--- src/rtl/arpc_pkg.sv ---
`timescale 1ns / 1ps
// ----------------------------------------------------------------------------
// arpc_pkg
// Shared types and constants of the ARP cache with TTL aging.
// ----------------------------------------------------------------------------
package arpc_pkg;

	localparam int DEF_TABLE_ENTRIES = 16;

	localparam logic [31:0] BCAST_IP          = 32'hFFFF_FFFF;
	localparam logic [47:0] BCAST_MAC         = 48'hFFFF_FFFF_FFFF;
	localparam logic [31:0] DEFAULT_LEARN_TTL = 32'd180000;
	localparam logic [15:0] MIN_FRAME_BYTES   = 16'd42;
	localparam logic [15:0] ARP_OP_REQ        = 16'd1;

	typedef enum logic [1:0] {
		OP_PUT    = 2'd0,
		OP_LOOKUP = 2'd1,
		OP_TICK   = 2'd2,
		OP_PACKET = 2'd3
	} arpc_op_t;

	localparam logic [1:0] CFG_LOCAL_IP      = 2'd0;
	localparam logic [1:0] CFG_REPLY_ENABLED = 2'd1;
	localparam logic [1:0] CFG_LEARN_TTL     = 2'd2;

	// commands from the controller to the datapath
	typedef struct packed {
		logic load;    // latch a new request
		logic rd_en;   // read table entry at the scan index
		logic age;     // current request is a tick
		logic commit;  // write the put or learned entry
		logic emit;    // capture the result
	} arpc_cmd_t;

endpackage

--- src/rtl/arpc_ctrl.sv ---
`timescale 1ns / 1ps
// ----------------------------------------------------------------------------
// arpc_ctrl
// Controller: accepts requests, walks the table index and sequences the
// final write and the result strobe.
// ----------------------------------------------------------------------------
module arpc_ctrl import arpc_pkg::*; #(
	parameter int TABLE_ENTRIES = DEF_TABLE_ENTRIES,
	localparam int IDX_W = $clog2(TABLE_ENTRIES)
) (
	input  logic             clk,
	input  logic             arst_n,
	input  logic             start,
	input  logic [1:0]       opcode,
	input  logic [15:0]      frame_length,
	output logic             busy,
	output logic             done,
	output arpc_cmd_t        cmd,
	output logic [IDX_W-1:0] rd_idx
);

	typedef enum logic [1:0] {
		ST_IDLE,
		ST_SCAN,
		ST_DRAIN,
		ST_FINISH
	} state_t;

	localparam logic [IDX_W-1:0] LAST_IDX = IDX_W'(TABLE_ENTRIES - 1);

	state_t           state_q;
	logic [IDX_W-1:0] cnt_q;
	arpc_op_t         op_q;
	logic             wr_q;
	logic             busy_q;
	logic             done_q;
	logic             accept;
	logic             do_write;

	assign accept   = start && !busy_q;
	// put always writes, a packet only when the frame is long enough
	assign do_write = (arpc_op_t'(opcode) == OP_PUT) ||
		((arpc_op_t'(opcode) == OP_PACKET) && (frame_length >= MIN_FRAME_BYTES));

	always_ff @(posedge clk or negedge arst_n) begin
		if (!arst_n) begin
			state_q <= ST_IDLE;
			cnt_q   <= '0;
			op_q    <= OP_PUT;
			wr_q    <= 1'b0;
			busy_q  <= 1'b0;
			done_q  <= 1'b0;
		end else begin
			done_q <= 1'b0;
			unique case (state_q)
				ST_IDLE: begin
					if (accept) begin
						state_q <= ST_SCAN;
						cnt_q   <= '0;
						op_q    <= arpc_op_t'(opcode);
						wr_q    <= do_write;
						busy_q  <= 1'b1;
					end
				end
				ST_SCAN: begin
					cnt_q <= cnt_q + 1'b1;
					if (cnt_q == LAST_IDX) begin
						state_q <= ST_DRAIN;
					end
				end
				ST_DRAIN: begin
					state_q <= ST_FINISH;
				end
				ST_FINISH: begin
					state_q <= ST_IDLE;
					busy_q  <= 1'b0;
					done_q  <= 1'b1;
				end
				default: begin
					state_q <= ST_IDLE;
				end
			endcase
		end
	end

	always_comb begin
		cmd.load   = (state_q == ST_IDLE) && accept;
		cmd.rd_en  = (state_q == ST_SCAN);
		cmd.age    = (op_q == OP_TICK);
		cmd.commit = (state_q == ST_FINISH) && wr_q;
		cmd.emit   = (state_q == ST_FINISH);
	end

	assign rd_idx = cnt_q;
	assign busy   = busy_q;
	assign done   = done_q;

endmodule

--- src/rtl/arpc_dp.sv ---
`timescale 1ns / 1ps
// ----------------------------------------------------------------------------
// arpc_dp
// Datapath: table memories with per-entry valid bits, request and
// configuration registers, search flags, aging write-back and result regs.
// ----------------------------------------------------------------------------
module arpc_dp import arpc_pkg::*; #(
	parameter int TABLE_ENTRIES = DEF_TABLE_ENTRIES,
	localparam int IDX_W = $clog2(TABLE_ENTRIES)
) (
	input  logic             clk,
	input  logic             arst_n,
	input  arpc_cmd_t        cmd,
	input  logic [IDX_W-1:0] rd_idx,
	input  logic             cfg_we,
	input  logic [1:0]       cfg_addr,
	input  logic [31:0]      cfg_data,
	input  logic [1:0]       opcode,
	input  logic [31:0]      ip_addr,
	input  logic [47:0]      mac_addr,
	input  logic [31:0]      time_ms,
	input  logic             static_flag,
	input  logic [15:0]      arp_operation,
	input  logic [31:0]      dest_ip,
	input  logic [15:0]      frame_length,
	output logic             hit,
	output logic [47:0]      found_mac,
	output logic             send_reply,
	output logic [31:0]      reply_ip,
	output logic [47:0]      reply_mac
);

	// table storage, no reset; ent_valid_q marks entries written since reset
	logic [31:0] mem_ip    [TABLE_ENTRIES];
	logic [47:0] mem_mac   [TABLE_ENTRIES];
	logic [31:0] mem_ttl   [TABLE_ENTRIES];
	logic        mem_fixed [TABLE_ENTRIES];
	logic [TABLE_ENTRIES-1:0] ent_valid_q;

	// configuration
	logic [31:0] local_ip_q;
	logic        reply_en_q;
	logic [31:0] learn_ttl_q;

	// request
	arpc_op_t    op_q;
	logic [31:0] ip_q;
	logic [47:0] mac_q;
	logic [31:0] time_q;
	logic        static_q;
	logic [15:0] aop_q;
	logic [31:0] tip_q;
	logic [15:0] flen_q;

	// read stage
	logic             rd_vld_s1;
	logic [IDX_W-1:0] rd_idx_s1;
	logic [31:0]      rd_ip_s1;
	logic [47:0]      rd_mac_s1;
	logic [31:0]      rd_ttl_s1;
	logic             rd_fixed_s1;

	// search results
	logic             match_found_q;
	logic [IDX_W-1:0] match_idx_q;
	logic [47:0]      match_mac_q;
	logic             zero_found_q;
	logic [IDX_W-1:0] zero_idx_q;

	// results
	logic        hit_q;
	logic [47:0] found_mac_q;
	logic        send_reply_q;
	logic [31:0] reply_ip_q;
	logic [47:0] reply_mac_q;

	logic        cur_ip0;
	logic [31:0] cur_ip;
	logic [47:0] cur_mac;
	logic [31:0] cur_ttl;
	logic        cur_fixed;
	logic        age_wr;

	logic             wr_en;
	logic [IDX_W-1:0] wr_idx;
	logic [31:0]      wr_ip;
	logic [47:0]      wr_mac;
	logic [31:0]      wr_ttl;
	logic             wr_fixed;
	logic             reply_due;

	// entry as seen at reset when never written: broadcast at entry 0
	always_comb begin
		cur_ip0 = (rd_idx_s1 == '0);
		if (ent_valid_q[rd_idx_s1]) begin
			cur_ip    = rd_ip_s1;
			cur_mac   = rd_mac_s1;
			cur_ttl   = rd_ttl_s1;
			cur_fixed = rd_fixed_s1;
		end else begin
			cur_ip    = cur_ip0 ? BCAST_IP : '0;
			cur_mac   = cur_ip0 ? BCAST_MAC : '0;
			cur_ttl   = '0;
			cur_fixed = cur_ip0;
		end
	end

	assign age_wr = rd_vld_s1 && cmd.age && (cur_ip != '0) && !cur_fixed;

	always_comb begin
		wr_en    = 1'b0;
		wr_idx   = rd_idx_s1;
		wr_ip    = '0;
		wr_mac   = '0;
		wr_ttl   = '0;
		wr_fixed = 1'b0;
		if (age_wr) begin
			wr_en = 1'b1;
			if (cur_ttl > time_q) begin
				wr_ip  = cur_ip;
				wr_mac = cur_mac;
				wr_ttl = cur_ttl - time_q;
			end
		end else if (cmd.commit) begin
			wr_en  = 1'b1;
			wr_idx = match_found_q ? match_idx_q : (zero_found_q ? zero_idx_q : '0);
			wr_ip  = ip_q;
			wr_mac = mac_q;
			if (op_q == OP_PUT) begin
				wr_ttl   = static_q ? '0 : time_q;
				wr_fixed = static_q;
			end else begin
				wr_ttl = learn_ttl_q;
			end
		end
	end

	assign reply_due = (op_q == OP_PACKET) && (flen_q >= MIN_FRAME_BYTES) &&
		(aop_q == ARP_OP_REQ) && (tip_q == local_ip_q) &&
		(local_ip_q != '0) && reply_en_q;

	// memories
	always_ff @(posedge clk) begin
		if (wr_en) begin
			mem_ip[wr_idx]    <= wr_ip;
			mem_mac[wr_idx]   <= wr_mac;
			mem_ttl[wr_idx]   <= wr_ttl;
			mem_fixed[wr_idx] <= wr_fixed;
		end
		if (cmd.rd_en) begin
			rd_ip_s1    <= mem_ip[rd_idx];
			rd_mac_s1   <= mem_mac[rd_idx];
			rd_ttl_s1   <= mem_ttl[rd_idx];
			rd_fixed_s1 <= mem_fixed[rd_idx];
		end
	end

	// request, search and result payload
	always_ff @(posedge clk) begin
		rd_idx_s1 <= rd_idx;
		if (cmd.load) begin
			op_q     <= arpc_op_t'(opcode);
			ip_q     <= ip_addr;
			mac_q    <= mac_addr;
			time_q   <= time_ms;
			static_q <= static_flag;
			aop_q    <= arp_operation;
			tip_q    <= dest_ip;
			flen_q   <= frame_length;
		end
		if (rd_vld_s1 && !match_found_q && (cur_ip == ip_q)) begin
			match_idx_q <= rd_idx_s1;
			match_mac_q <= cur_mac;
		end
		if (rd_vld_s1 && !zero_found_q && (cur_ip == '0)) begin
			zero_idx_q <= rd_idx_s1;
		end
		if (cmd.emit) begin
			hit_q        <= (op_q == OP_LOOKUP) && match_found_q;
			found_mac_q  <= ((op_q == OP_LOOKUP) && match_found_q) ? match_mac_q : '0;
			send_reply_q <= reply_due;
			reply_ip_q   <= reply_due ? ip_q : '0;
			reply_mac_q  <= reply_due ? mac_q : '0;
		end
	end

	// control state
	always_ff @(posedge clk or negedge arst_n) begin
		if (!arst_n) begin
			ent_valid_q   <= '0;
			rd_vld_s1     <= 1'b0;
			match_found_q <= 1'b0;
			zero_found_q  <= 1'b0;
			local_ip_q    <= '0;
			reply_en_q    <= 1'b0;
			learn_ttl_q   <= DEFAULT_LEARN_TTL;
		end else begin
			rd_vld_s1 <= cmd.rd_en;
			if (wr_en) begin
				ent_valid_q[wr_idx] <= 1'b1;
			end
			if (cmd.load) begin
				match_found_q <= 1'b0;
				zero_found_q  <= 1'b0;
			end else begin
				if (rd_vld_s1 && (cur_ip == ip_q)) begin
					match_found_q <= 1'b1;
				end
				if (rd_vld_s1 && (cur_ip == '0)) begin
					zero_found_q <= 1'b1;
				end
			end
			if (cfg_we) begin
				unique case (cfg_addr)
					CFG_LOCAL_IP:      local_ip_q  <= cfg_data;
					CFG_REPLY_ENABLED: reply_en_q  <= cfg_data[0];
					CFG_LEARN_TTL:     learn_ttl_q <= cfg_data;
					default: ;
				endcase
			end
		end
	end

	assign hit        = hit_q;
	assign found_mac  = found_mac_q;
	assign send_reply = send_reply_q;
	assign reply_ip   = reply_ip_q;
	assign reply_mac  = reply_mac_q;

endmodule

--- src/rtl/arp_cache_with_aging.sv ---
`timescale 1ns / 1ps
// ----------------------------------------------------------------------------
// arp_cache_with_aging
// IPv4 to MAC cache with put, lookup, millisecond aging and ARP learning.
// ----------------------------------------------------------------------------
// A request is taken at a clock edge where start is high and busy is low;
// opcode picks put, lookup, tick or received ARP packet, and the remaining
// request ports carry its operands. Every request gives one result: done is
// high for exactly one cycle and hit, found_mac, send_reply, reply_ip and
// reply_mac are valid in that cycle. The receiver cannot stall the block.
// Each request walks the whole table, one entry per cycle through the single
// read port of the table memory, then passes through the drain and finish
// states; busy stays high until done rises, and the result is taken at the
// clock edge that ends the done cycle.
// A new request may be started in the cycle that done is high; requests are
// not overlapped. Configuration registers are written through cfg_we,
// cfg_addr and cfg_data, index 0 local IP, 1 reply enable, 2 learn TTL; the
// user must do so only while the block is idle, which it does not enforce.
// Reset is immediate: the table reads as empty except the static broadcast
// entry at index 0, and no clearing pass is needed.
// ----------------------------------------------------------------------------
module arp_cache_with_aging import arpc_pkg::*; #(
	parameter int TABLE_ENTRIES = DEF_TABLE_ENTRIES
) (
	input  logic        clk,
	input  logic        arst_n,
	input  logic        cfg_we,
	input  logic [1:0]  cfg_addr,
	input  logic [31:0] cfg_data,
	input  logic        start,
	output logic        busy,
	input  logic [1:0]  opcode,
	input  logic [31:0] ip_addr,
	input  logic [47:0] mac_addr,
	input  logic [31:0] time_ms,
	input  logic        static_flag,
	input  logic [15:0] arp_operation,
	input  logic [31:0] dest_ip,
	input  logic [15:0] frame_length,
	output logic        done,
	output logic        hit,
	output logic [47:0] found_mac,
	output logic        send_reply,
	output logic [31:0] reply_ip,
	output logic [47:0] reply_mac
);

	localparam int IDX_W = $clog2(TABLE_ENTRIES);

	arpc_cmd_t        cmd;
	logic [IDX_W-1:0] rd_idx;

	arpc_ctrl #(
		.TABLE_ENTRIES(TABLE_ENTRIES)
	) u_ctrl (
		.clk          (clk),
		.arst_n       (arst_n),
		.start        (start),
		.opcode       (opcode),
		.frame_length (frame_length),
		.busy         (busy),
		.done         (done),
		.cmd          (cmd),
		.rd_idx       (rd_idx)
	);

	arpc_dp #(
		.TABLE_ENTRIES(TABLE_ENTRIES)
	) u_dp (
		.clk           (clk),
		.arst_n        (arst_n),
		.cmd           (cmd),
		.rd_idx        (rd_idx),
		.cfg_we        (cfg_we),
		.cfg_addr      (cfg_addr),
		.cfg_data      (cfg_data),
		.opcode        (opcode),
		.ip_addr       (ip_addr),
		.mac_addr      (mac_addr),
		.time_ms       (time_ms),
		.static_flag   (static_flag),
		.arp_operation (arp_operation),
		.dest_ip       (dest_ip),
		.frame_length  (frame_length),
		.hit           (hit),
		.found_mac     (found_mac),
		.send_reply    (send_reply),
		.reply_ip      (reply_ip),
		.reply_mac     (reply_mac)
	);

endmodule
--- config.mk ---
export PLATFORM = sky130hd
export DESIGN_NAME = arp_cache_with_aging
export DESIGN_NICKNAME = d
export VERILOG_FILES = /design/src/rtl/arpc_pkg.sv /design/src/rtl/arpc_ctrl.sv /design/src/rtl/arpc_dp.sv /design/src/rtl/arp_cache_with_aging.sv
export SDC_FILE = /design/constraint.sdc
export NUM_CORES = 2
export LEC_CHECK = 0
export BUFFER_PORTS_ARGS = -buffer_cell sky130_fd_sc_hd__buf_2
export CAP_MARGIN = 20
export CORE_ASPECT_RATIO = 0.9
export CORE_MARGIN = 8
export CORE_UTILIZATION = 40
export DETAILED_ROUTE_END_ITERATION = 10
export PLACE_DENSITY = 0.68
export SYNTH_ARGS = -nofsm -noshare
export SYNTH_HDL_FRONTEND = slang
export SYNTH_SLANG_ARGS = --single-unit
--- constraint.sdc ---
create_clock -name clk -period 9.63 [get_ports clk]
set_input_delay 1.926 -clock clk [delete_from_list [all_inputs] [get_ports clk]]
set_output_delay 1.926 -clock clk [all_outputs]
set_load 0.02 [all_outputs]
==> reports/qor.csv <==
metric,value,unit
worst path cell trace,mux2i_1 -> a22o_1 -> o21ai_4 -> and3_1 -> ha_1 -> a21oi_1 -> o221ai_1 -> a221oi_1 -> o221ai_1 -> o211ai_4 -> buf_12 -> o21ai_0 -> buf_4,
sink count of the clock tree,2384,
ranking of synthesized cells by area,"edfxtp_1 74%, mux4_2 14%, dfrtp_1 2.3%",
clock share of power,42.3,%
# resized after CTS,0,
worst skew pair latency,870,ps
Starting Density,40.2,%
Synth-to-Final Area Change,14.3,%
Initial DRC Count,5541,
final net count,5172,
min-delay worst type,flop to flop,
"Max FO, Critical Path",86,
Synth Flop Type,edfxtp_1,
total CTS buffers,217,
"count leader, synth",edfxtp_1,
share of layout cells above drive strength 1,30.0,%
number of non-filler instances in the completed layout,8146,
Unique masters post-synth,82,
worst endpoint required time,10220,ps
clock skew,77.7,ps
Slew HR,24.9,%
Critical R2R Capture,u_dp.mem_ip[3][21],
GR Overflow Total,0,
"Reg clk slew, reported paths",60,ps
worst slew pin tran,1130,ps
"top cells by count, synth","2285 x edfxtp_1, 565 x mux4_2, 147 x a21oi_1, 136 x clkbuf_1, 131 x and2_1",
Gate Count Post-Synth,4378,
Final GP Congestion,0.856,
DRC,0,
internal power,0.0160,W
Logic pwr share,0.9,%
P_leak,28.1,nW
Critical Path End,u_dp.mem_ip[3][21],
ys async rst share,3.98,%
vias in the first global route,47200,
R2R Setup Slk,2780,ps
Max H-tree Level,4,
sequential share of power,56.9,%
die height,472,um
sequential fraction of the synthesis area,76.9,%
CTS tree,yes,
row count,167,
post-synth top area share,74.3,%
Routed Antenna Nets,0,
reg2reg path depth,13,
CP Class,flop to flop,
"Avg Cell Area, Syn",21.1,um2
worst setup path start,u_dp.rd_idx_s1[3],
Fmax achieved,0.146,GHz
Post-Route WL,226000,um
"most used cell, CP",o221ai_1,
vias per cell,5.66,
Clock Path Buffers,3,
highest cell delay on the worst timing path,900,ps
DR vias,46100,
DP Cell Count,7717,
Mapped Area,92400,um2
worst flop-to-flop path startpoint,u_dp.rd_idx_s1[3],
"Max stage delay cell, worst path",dfxtp_1,
outcome,"complete, no violations",
drt wl/cell,27.8,um
"Slew Viols, Final",0,
Syn Nets,4636,
drt first pass iters,6,
clock root buffer,clkbuf_16,
min Tclk post-route,6850,ps
maximum vdd drop,0.187,mV
sw power,0.00390,W
Die Width,523,um
final period utilization,71.2,%
Post-CTS Setup Bufs,0,
max cap viols,0,
"Setup violations, final",0,
initial antenna violation count,11,
largest net degree at the start of global routing,122,
core area,230000,um2
Pwr Total,0.0199,W
"EDFF count, synth",2285,
Port Buffer Count,347,
cell accounting for the most synthesized area,edfxtp_1,
Post-DP HPWL,124000,um
Net Sw Frac,19.7,%
PwrDens,188,nW/um2
CP Capture Type,flop,
Hold Buf Count CTS,0,
unrepaired setup endpoints after global routing,no,
Worst EP arrival,7450,ps
final hold vios,0,
"Warnings, synthesis",0,
full die area,247000,um2
I/O pin cnt,349,
CP Launch Type,flop,
Yosys reg bits,2384,
Total GRT Usage,17.8,%
first-pass GRT wire length,326000,um
Fillers,18900,
==> placed cells by master (no fill, tap or decap), drive strengths merged, types with 5 or more instances in the layout <==
cell type	n
edfxtp	2285
nand2b	7
xor2	30
o211ai	6
nor4	37
buf	536
o21ai	107
diode	10
dfrtp	86
o21a	10
mux4	565
and3	32
xnor2	53
dfstp	9
mux2	66
and2	131
clkinvlp	10
nor3	47
inv	112
a21o	10
nor2	51
clkinv	99
clkbuf	265
mux2i	11
nand4	33
nand2	129
bufinv	16
o22ai	37
a31oi	9
nand3	20
a21oi	148
ha	40
nor3b	6
o21bai	11
or2	13
a22oi	5
==> worst max-delay path, delay by kind of cell, from the launching register on <==
family,cells,cell delay [ps]
compound gates,8,3800
flops,1,900
buf+inv,2,740
fa+ha+maj,1,300
simple gates,1,290
mux,1,200
==> power groups by stage <==
| stage | clock [W] | combinational (W) | sequential [W] |
|---|---|---|---|
| finish | 0.00840 | 0.000169 | 0.0113 |
| global route | 0.00893 | 0.000183 | 0.0113 |
| detailed placement | 0 | 0.000168 | 0.0115 |
| global placement | 0 | 0.000164 | 0.0115 |
| floorplan | 0 | 0.0000850 | 0.0115 |
| CTS | 0.00855 | 0.000170 | 0.0113 |
==> routing by layer <==
metal	track usage (%)	wire (um)
met4	3.86	4790
met3	3.77	20900
met2	28.7	108000
met5	0	18
met1	25.3	92900
==> cells by family (layout without fill, tap and decap cells) <==
family          count (synthesis)  in the layout  synth area share (%)
other cells                     0             10                     0
mux                           642            642                  14.7
flops                        2384           2384                  76.9
compound gates                382            382                  2.52
fa+ha+maj                      41             41                 0.563
buf+inv                       322           1038                  1.46
simple gates                  524            524                  3.05
xor+xnor                       83             83                 0.787
==> area by class of cell <==
class	count	area, um2	area share (%)
flip-flops and latches	2384	71100	67.3
multi-input cells	1672	20200	19.1
clock buffers	265	5640	5.34
well taps	3042	3810	3.60
repair buffers	536	3240	3.07
clock inverters	134	1270	1.20
inverters	103	394	0.373
diodes	10	25.0	0.0237
==> worst min path at each step <==
stage                    startpoint              endpoint  slack [ps]  depth (start not counted)
2_1_floorplan      u_ctrl.rd_idx[2]     u_dp.rd_idx_s1[2]         350                          0
3_3_place_gp   u_dp.ent_valid_q[15]  u_dp.ent_valid_q[15]         450                          1
3_5_place_dp   u_dp.ent_valid_q[15]  u_dp.ent_valid_q[15]         450                          1
4_1_cts        u_dp.ent_valid_q[15]  u_dp.ent_valid_q[15]         470                          1
5_1_grt         u_dp.ent_valid_q[9]   u_dp.ent_valid_q[9]         490                          1
6_report        u_dp.ent_valid_q[9]   u_dp.ent_valid_q[9]         460                          1
==> sequential cells by signal, summed over array words and instances, names as in the netlist, 32 cells and up <==
| signal | flops |
|---|---|
| u_dp.local_ip_q | 32 |
| u_dp.ip_q | 32 |
| u_dp.reply_mac | 48 |
| u_dp.mem_ttl | 512 |
| u_dp.learn_ttl_q | 32 |
| u_dp.rd_mac_s1 | 48 |
| u_dp.mac_q | 48 |
| u_dp.tip_q | 32 |
| u_dp.mem_ip | 512 |
| u_dp.rd_ip_s1 | 32 |
| u_dp.time_q | 32 |
| u_dp.match_mac_q | 48 |
| u_dp.mem_mac | 768 |
| u_dp.rd_ttl_s1 | 32 |
| u_dp.found_mac | 48 |
| u_dp.reply_ip | 32 |
==> metrics by stage <==
step	hold slack (ps)	setup TNS (ps)	area (um2)	setup WS [ps]	util, %
final	464	0	106000	2780	46.0
after CTS	468	0	105000	2930	45.9
after global placement	446	0	98300	3100	42.8
after global routing	490	0	106000	2460	45.9
after floorplan	345	-241140	92400	-444	-
after detailed placement	451	0	98500	2970	42.9
Power figures use the tool's default switching activity.
